$ cat config.mk
export PLATFORM = sky130hd
export DESIGN_NAME = hfc_rank
export DESIGN_NICKNAME = d
export VERILOG_FILES = /design/src/rtl/core/hfc_pkg.sv /design/src/rtl/core/hfc_rank.sv
export SDC_FILE = /design/constraint.sdc
export NUM_CORES = 1
export LEC_CHECK = 0
export ABC_AREA = 1
export ABC_CLOCK_PERIOD_IN_PS = 4500
export BUFFER_PORTS_ARGS = -buffer_cell sky130_fd_sc_hd__buf_2
export CORE_AREA = 2 2 94 96
export CTS_CLUSTER_DIAMETER = 60
export CTS_CLUSTER_SIZE = 30
export DETAILED_ROUTE_END_ITERATION = 12
export DIE_AREA = 0 0 96 98
export MAX_ROUTING_LAYER = met4
export PLACE_DENSITY_LB_ADDON = 0.15
export SETUP_SLACK_MARGIN = 0.3
export SYNTH_ARGS = -nofsm -noshare
export SYNTH_HDL_FRONTEND = slang
export SYNTH_SLANG_ARGS = --single-unit
$ cat constraint.sdc
create_clock -name clock -period 4.5 [get_ports clock]
set_input_delay 0.9 -clock clock [delete_from_list [all_inputs] [get_ports clock]]
set_output_delay 0.9 -clock clock [all_outputs]
set_load 0.1 [all_outputs]
$ cat src/rtl/core/hfc_pkg.sv
package hfc_pkg;

   localparam int MAX_SYMBOLS = 32;
   localparam int NODE_MAX    = 2 * MAX_SYMBOLS - 1;
   localparam int SYM_W       = $clog2(MAX_SYMBOLS);
   localparam int NODE_W      = $clog2(NODE_MAX + 1);
   localparam int CNT_W       = $clog2(MAX_SYMBOLS + 1);
   localparam int WEIGHT_W    = 22;
   localparam int KEY_W       = 24;
   localparam int CODE_W      = 31;
   localparam int LEN_W       = 5;
   localparam int FREQ_W      = 16;
   localparam int CHAR_W      = 8;

   // keys above any weight, for an empty slot of the two-smallest search
   localparam logic [KEY_W-1:0] KEY_NONE1 = KEY_W'(1) << (KEY_W - 1);
   localparam logic [KEY_W-1:0] KEY_NONE2 = (KEY_W'(1) << (KEY_W - 1)) + KEY_W'(1);

   localparam logic [1:0] CMD_LOAD   = 2'd0;
   localparam logic [1:0] CMD_ENCODE = 2'd1;
   localparam logic [1:0] CMD_DECODE = 2'd2;

   localparam logic KIND_CODE   = 1'b0;
   localparam logic KIND_SYMBOL = 1'b1;

   localparam logic STATUS_OK  = 1'b0;
   localparam logic STATUS_ERR = 1'b1;

   typedef struct packed {
      logic [KEY_W-1:0]  k1;
      logic [KEY_W-1:0]  k2;
      logic [NODE_W-1:0] i1;
      logic [NODE_W-1:0] i2;
   } rank_type;

endpackage

$ cat src/rtl/core/hfc_rank.sv
// Shared compare/swap unit: keeps the smallest and second smallest active node.
module hfc_rank
   import hfc_pkg::*;
(
   input  logic                clock,
   input  logic                init,
   input  logic                step,
   input  logic                act,
   input  logic [WEIGHT_W-1:0] weight,
   input  logic [NODE_W-1:0]   idx,
   output rank_type            rank
);

   rank_type rank_ff, rank_in, mid;

   always_comb begin
      mid = rank_ff;
      if (act && ({2'b00, weight} < rank_ff.k2)) begin
         mid.k2 = {2'b00, weight};
         mid.i2 = idx;
      end
      rank_in = mid;
      if (mid.k2 < mid.k1) begin
         rank_in.k1 = mid.k2;
         rank_in.k2 = mid.k1;
         rank_in.i1 = mid.i2;
         rank_in.i2 = mid.i1;
      end
   end

   always_ff @(posedge clock) begin
      if (init) begin
         rank_ff.k1 <= KEY_NONE1;
         rank_ff.k2 <= KEY_NONE2;
         rank_ff.i1 <= '0;
         rank_ff.i2 <= '0;
      end else if (step) begin
         rank_ff <= rank_in;
      end
   end

   assign rank = rank_ff;

endmodule

==> results of run 1 <==
-- worst max-delay path: stages --
cell      delay, ns
buf_2          0.11
ha_1           0.30
a21o_1         0.18
nor2_1         0.12
nand2_1        0.10
a21oi_4        0.19
buf_4          0.15
nand2_4        0.12
nand2_1        0.08
o21ai_0        0.15
ha_1           0.32
nand2_1        0.12
nor2_1         0.08
a211oi_2       0.19
o221ai_1       0.18
a21oi_2        0.31
buf_4          0.18
buf_6          0.17
nand3_1        0.10
nand3_1        0.10
a21oi_1        0.08
-- synth_stat cells --
library cell | number | area [um^2]
a211oi_1 | 2 | 15.01
a21boi_1 | 1 | 7.510
a21o_1 | 1 | 7.510
a21oi_1 | 69 | 345.3
a21oi_2 | 1 | 8.760
and2_1 | 9 | 56.30
buf_1 | 2 | 7.510
buf_2 | 10 | 50.05
buf_4 | 33 | 247.7
buf_6 | 2 | 22.52
clkbuf_1 | 14 | 52.55
clkbuf_4 | 1 | 7.510
clkinv_2 | 1 | 5.000
dfxtp_1 | 60 | 1201
ha_1 | 44 | 550.5
inv_1 | 111 | 416.7
mux2i_1 | 6 | 60.06
nand2_1 | 179 | 671.9
nand2_2 | 2 | 12.51
nand3_1 | 61 | 305.3
nand3_2 | 1 | 10.01
nand4_1 | 3 | 18.77
nor2_1 | 9 | 33.78
nor3_1 | 2 | 10.01
nor4_1 | 2 | 12.51
o21a_1 | 1 | 7.510
o21ai_0 | 31 | 155.2
o221ai_1 | 2 | 17.52
-- per-stage QoR --
step                      cell area [um^2]  worst slack [ns]    util  hold WS, ns
after CTS                             4863            0.3897  0.5745       0.4790
after global placement                4629          -0.07461  0.5469       0.4660
after floorplan                       4325            0.3083       -       0.4570
final                                 4965            0.5160  0.5865       0.4778
after global routing                  4965            0.2579  0.5865       0.4996
after detailed placement              4629           -0.1576  0.5469       0.4683
-- cell families after synthesis --
logic type      Yosys count  synth area share
mux                       6           0.01391
simple gates            268            0.2620
buf+inv                 174            0.1875
flops                    60            0.2783
fa+ha+maj                44            0.1275
compound gates          108            0.1307
-- path summary, 6_finish.rpt --
check                                 from       end  slack [ns]  cells past startpoint
worst max-delay path            weight[15]  rank[22]        0.52                     21
worst max register to register    rank[29]  rank[22]        0.75                     24
worst min register to register     rank[1]   rank[1]        0.48                      2
worst min-delay path               rank[1]   rank[1]        0.48                      2
-- layer usage --
layer,vias up,track usage,part of all wire
met3,11,0.05247,0.057
li1,2175,-,-
met1,1946,0.3268,0.45
met2,121,0.4161,0.48
met4,0,0.07692,0.014
met5,-,-,0
-- area by class of cell --
type / count / area (um^2)
fill: 844 / 3501
multi-input combinational: 427 / 2369
sequential: 60 / 1210
timing repair buffer: 108 / 603.1
inverter: 112 / 425.4
tap: 108 / 135.1
clock buffer: 9 / 123.9
clock inverter: 7 / 98.84
-- what timing repair did --
| item | CTS | global route |
|---|---|---|
| setup buffers | 0 | 4 |
| resized for setup | 4 | 16 |
| pin swaps | 0 | 3 |
| endpoints found under the setup margin | 43 | 60 |
| cloned | 0 | 1 |
==> key figures, run 1 <==
Floorplan
  • Chip width: 96 um
  • Die area: 9408 um^2
  • Starting density of the core: 0.5099
  • Core Area: 8466 um^2
  • Die Y: 98 um
  • Ports: 92
  • # rows: 34

Status
  • Status: completed

Timing
  • Final Cycle Share: 0.8853
  • RSZ-0062 raised after global routing: no
  • FMAX: 251.0 MHz
  • Slew Viols, Final: 0
  • Tightest Pin Transition: 1.208 ns
  • Sum Neg Setup Slack: 0 ns
  • Final hold vios: 0
  • Worst slew margin: 0.1941
  • Final Skew: 0.01085 ns
  • Tmin final: 3.984 ns
  • Final setup viols: 0

Worst setup path
  • Critical path startpoint category: input port
  • Type of the worst setup path: input port to flip-flop
  • Worst Setup End Kind: flip-flop
  • Maximum fanout along the worst path: 15
  • Required @ worst endpoint: 4.74 ns
  • Worst Path Arrival: 4.22 ns

Placement
  • Number of buffers added on ports: 91
  • Placed instance count: 810
  • GP Congestion: 0.8296
  • Post-DP HPWL: 7909 um

Layout
  • Fin cells: 831
  • Area growth syn-to-layout: 15.01%
  • Antenna Cells: 0
  • Leading cell types in the layout, fill and taps excluded: 178 x nand2_1, 111 x inv_1, 91 x buf_2, 68 x a21oi_1, 61 x nand3_1
  • # nets final: 794
  • Commonest non-fill, non-tap cell in the layout: nand2_1
  • Max reg flops: 60
  • Share of layout cells above drive strength 1: 0.1992

Logic synthesis
  • Yosys cell types: 28
  • Synthesized area: 4317 um^2
  • FF+latch count, synth: 60
  • Post-Syn Nets: 736
  • Synth Area per Inst: 6.540 um^2
  • Synth warnings: 0
  • Post-synthesis sequential area ratio: 0.2783
  • Post-Syn Instances: 660

Global routing
  • Initial antenna violation count: 0
  • Total GRT Usage: 0.2593
  • Total grt overflow: 0
  • Largest net degree at the start of global routing: 32
  • First-pass GRT wire length: 18840 um
  • Vias in the first global route: 4087

Drt
  • Vias: 4253
  • Via density: 5.118
  • Post-Route WL: 11510 um
  • 1st-pass router iterations: 5
  • Per-cell routed wire length: 13.84 um
  • Final ANT Viol Nets: 0
  • Residual DRC: 0
  • 1st-iter DRT viols: 203

Clocking
  • Hold buffers post-CTS: 0
  • Worst-Skew Late Latency: 0.37 ns
  • Clk root buf: clkbuf_8
  • TritonCTS Sinks: 60
  • CTS tree: built
  • Clk buf depth: 2
  • Clk pin slew, worst setup/hold paths: 0.08 ns
  • CTS Buf Count: 9
  • H-tree depth: 3

Flow run
  • Max-cap violation count: 0

Worst hold path
  • Worst min path class: flip-flop to flip-flop
Power of run 1 is not shown: default switching activity piles up to over one toggle a cycle in this logic, so the estimate is an artifact.
==> run 2: changes to the inputs <==
Settings changed: CORE_AREA 2 2 94 96 to 2 2 103 105, DIE_AREA 0 0 96 98 to 0 0 105 107.
==> run 2 against run 1 <==
First-iteration DRC count increased by 24%. Clock skew decreased by 0.00068 ns. Clock-buffer cell count increased by 2. Worst hold slack improved by 0.00065 ns. Sequential cell count unchanged. Setup slack got worse by 0.13 ns. Core utilization decreased by 3.8 points. Critical path type unchanged. Highest routed layer unchanged.
==> key figures, run 2 (synthesized netlist as in run 1, its figures left out) <==
Status
  • Status: completed

Layout
  • # nets final: 827
  • Max reg flops: 60
  • Share of layout cells above drive strength 1: 0.2513
  • Leading cell types in the layout, fill and taps excluded: 174 x nand2_1, 111 x inv_1, 91 x buf_2, 64 x a21oi_1, 61 x nand3_1
  • Area growth syn-to-layout: 28.29%
  • Commonest non-fill, non-tap cell in the layout: nand2_1
  • Fill count: 1041
  • Antenna Cells: 0
  • Fin cells: 892

Timing
  • Min Hold Slack: 0.4784 ns
  • Final Cycle Share: 0.9138
  • Slew Viols, Final: 0
  • Final hold vios: 0
  • Final setup viols: 0
  • Tmin final: 4.112 ns
  • Tightest Pin Transition: 1.230 ns
  • FMAX: 243.2 MHz
  • Final Skew: 0.01017 ns
  • RSZ-0062 raised after global routing: yes
  • Worst slew margin: 0.1792

Worst setup path
  • Critical path startpoint category: input port
  • CP max-delay cell: ha_1
  • Worst path cell trace: buf_2, ha_1, nand2_1, nor2_4, nand4_1, nor3_2, nand2_2, nand2_4, buf_4, o21ai_1, ha_1, nand2_1, nor4_2, buf_4, inv_1, nor4_4, nand2_4, nand3_4, clkbuf_16, o21ai_0, and2_1
  • RR Endpoint: rank[8]
  • Worst Path Arrival: 4.36 ns
  • R2r startpoint: rank[33]
  • Maximum fanout along the worst path: 8
  • Type of the worst setup path: input port to flip-flop
  • CP max stage delay: 0.31 ns
  • WP buf/inv: 5
  • Top Family by Delay on Critical Path: simple AND/OR/NAND/NOR gates
  • Reg2reg setup slack: 0.61 ns
  • Required @ worst endpoint: 4.75 ns
  • R2R depth: 23
  • Worst Setup End Kind: flip-flop

Floorplan
  • Starting density of the core: 0.4277
  • # rows: 37
  • Core Area: 10090 um^2
  • Die Y: 107 um
  • Ports: 92
  • Die area: 11240 um^2
  • Chip width: 105 um

Clocking
  • Worst-Skew Late Latency: 0.35 ns
  • Clk buf depth: 2
  • Clk root buf: clkbuf_8
  • CTS tree: built
  • CTS Buf Count: 9
  • TritonCTS Sinks: 60
  • H-tree depth: 3
  • Clk pin slew, worst setup/hold paths: 0.08 ns

Drt
  • Via density: 5.008
  • Per-cell routed wire length: 14.60 um
  • Vias: 4467
  • Final ANT Viol Nets: 0
  • Post-Route WL: 13020 um
  • 1st-iter DRT viols: 252
  • Residual DRC: 0
  • 1st-pass router iterations: 7

Global routing
  • First-pass GRT wire length: 19100 um
  • Vias in the first global route: 4026
  • Initial antenna violation count: 0
  • Largest net degree at the start of global routing: 38
  • Total GRT Usage: 0.2180
  • Total grt overflow: 0

Placement
  • Number of buffers added on ports: 91
  • Post-DP HPWL: 8316 um
  • Placed instance count: 854
  • GP Congestion: 0.8341

Flow run
  • Max-cap violation count: 0

Worst hold path
  • Worst Hold Path EP: rank[52]
  • WHS Path Cells: 2
  • Worst min path class: flip-flop to flip-flop
  • Hold_sp: rank[52]
==> run 2: area by class of cell <==
cell class | instances | area, um^2 | area share
Multi-Input combinational cell | 427 | 2465 | 0.4451
Sequential cell | 60 | 1210 | 0.2185
Timing Repair Buffer | 141 | 1054 | 0.1902
Inverter | 112 | 422.9 | 0.07637
Tap cell | 136 | 170.2 | 0.03073
Clock buffer | 11 | 141.4 | 0.02553
Clock inverter | 5 | 75.07 | 0.01356
==> run 2: routing by layer <==
metal  routed length (um)  vias up  track usage
met5                    0        -            -
met3                  721       15      0.03283
met2                 6185      138       0.3465
li1                     -     2256            -
met1                 5904     2058       0.2793
met4                  213        0      0.08762
==> run 2: worst max path at each step <==
stage / from / slack, ns / to / cells past startpoint
detailed placement: weight[15] / -0.24 / rank[12] / 21
global placement: weight[15] / -0.30 / rank[12] / 21
floorplan: rank[33] / 0.31 / rank[26] / 20
global route: weight[15] / 0.18 / rank[10] / 22
finish: weight[13] / 0.39 / rank[8] / 21
CTS: weight[15] / 0.31 / rank[12] / 21
==> run 2: metrics by stage <==
step | setup WS [ns] | cell area (um^2) | setup TNS (ns) | utilization
after floorplan | 0.3083 | 4325 | 0 | -
after global placement | -0.3044 | 4835 | -14.91 | 0.4790
after detailed placement | -0.2426 | 4835 | -11.07 | 0.4790
after CTS | 0.3143 | 5062 | 0 | 0.5016
after global routing | 0.1845 | 5538 | 0 | 0.5487
final | 0.3878 | 5538 | 0 | 0.5487
==> run 2: worst reg2reg max path: cells and delay by family, from the launching register on <==
family | cells | cell delay [ns]
buffers and inverters | 6 | 0.78
adders and majority gates | 2 | 0.55
AOI/OAI and AO/OA | 4 | 0.50
DFF | 1 | 0.42
and+or+nand+nor | 11 | 1.53
==> run 2: what timing repair did <==
item / in CTS / in global routing
gates resized for setup: 2 / 48
endpoints found under the setup margin: 60 / 60
cloned: 0 / 10
pin swaps: 0 / 15
buffers inserted: 0 / 12
hold buffers: 0 / 0
Power of run 2 is left out for the same reason.
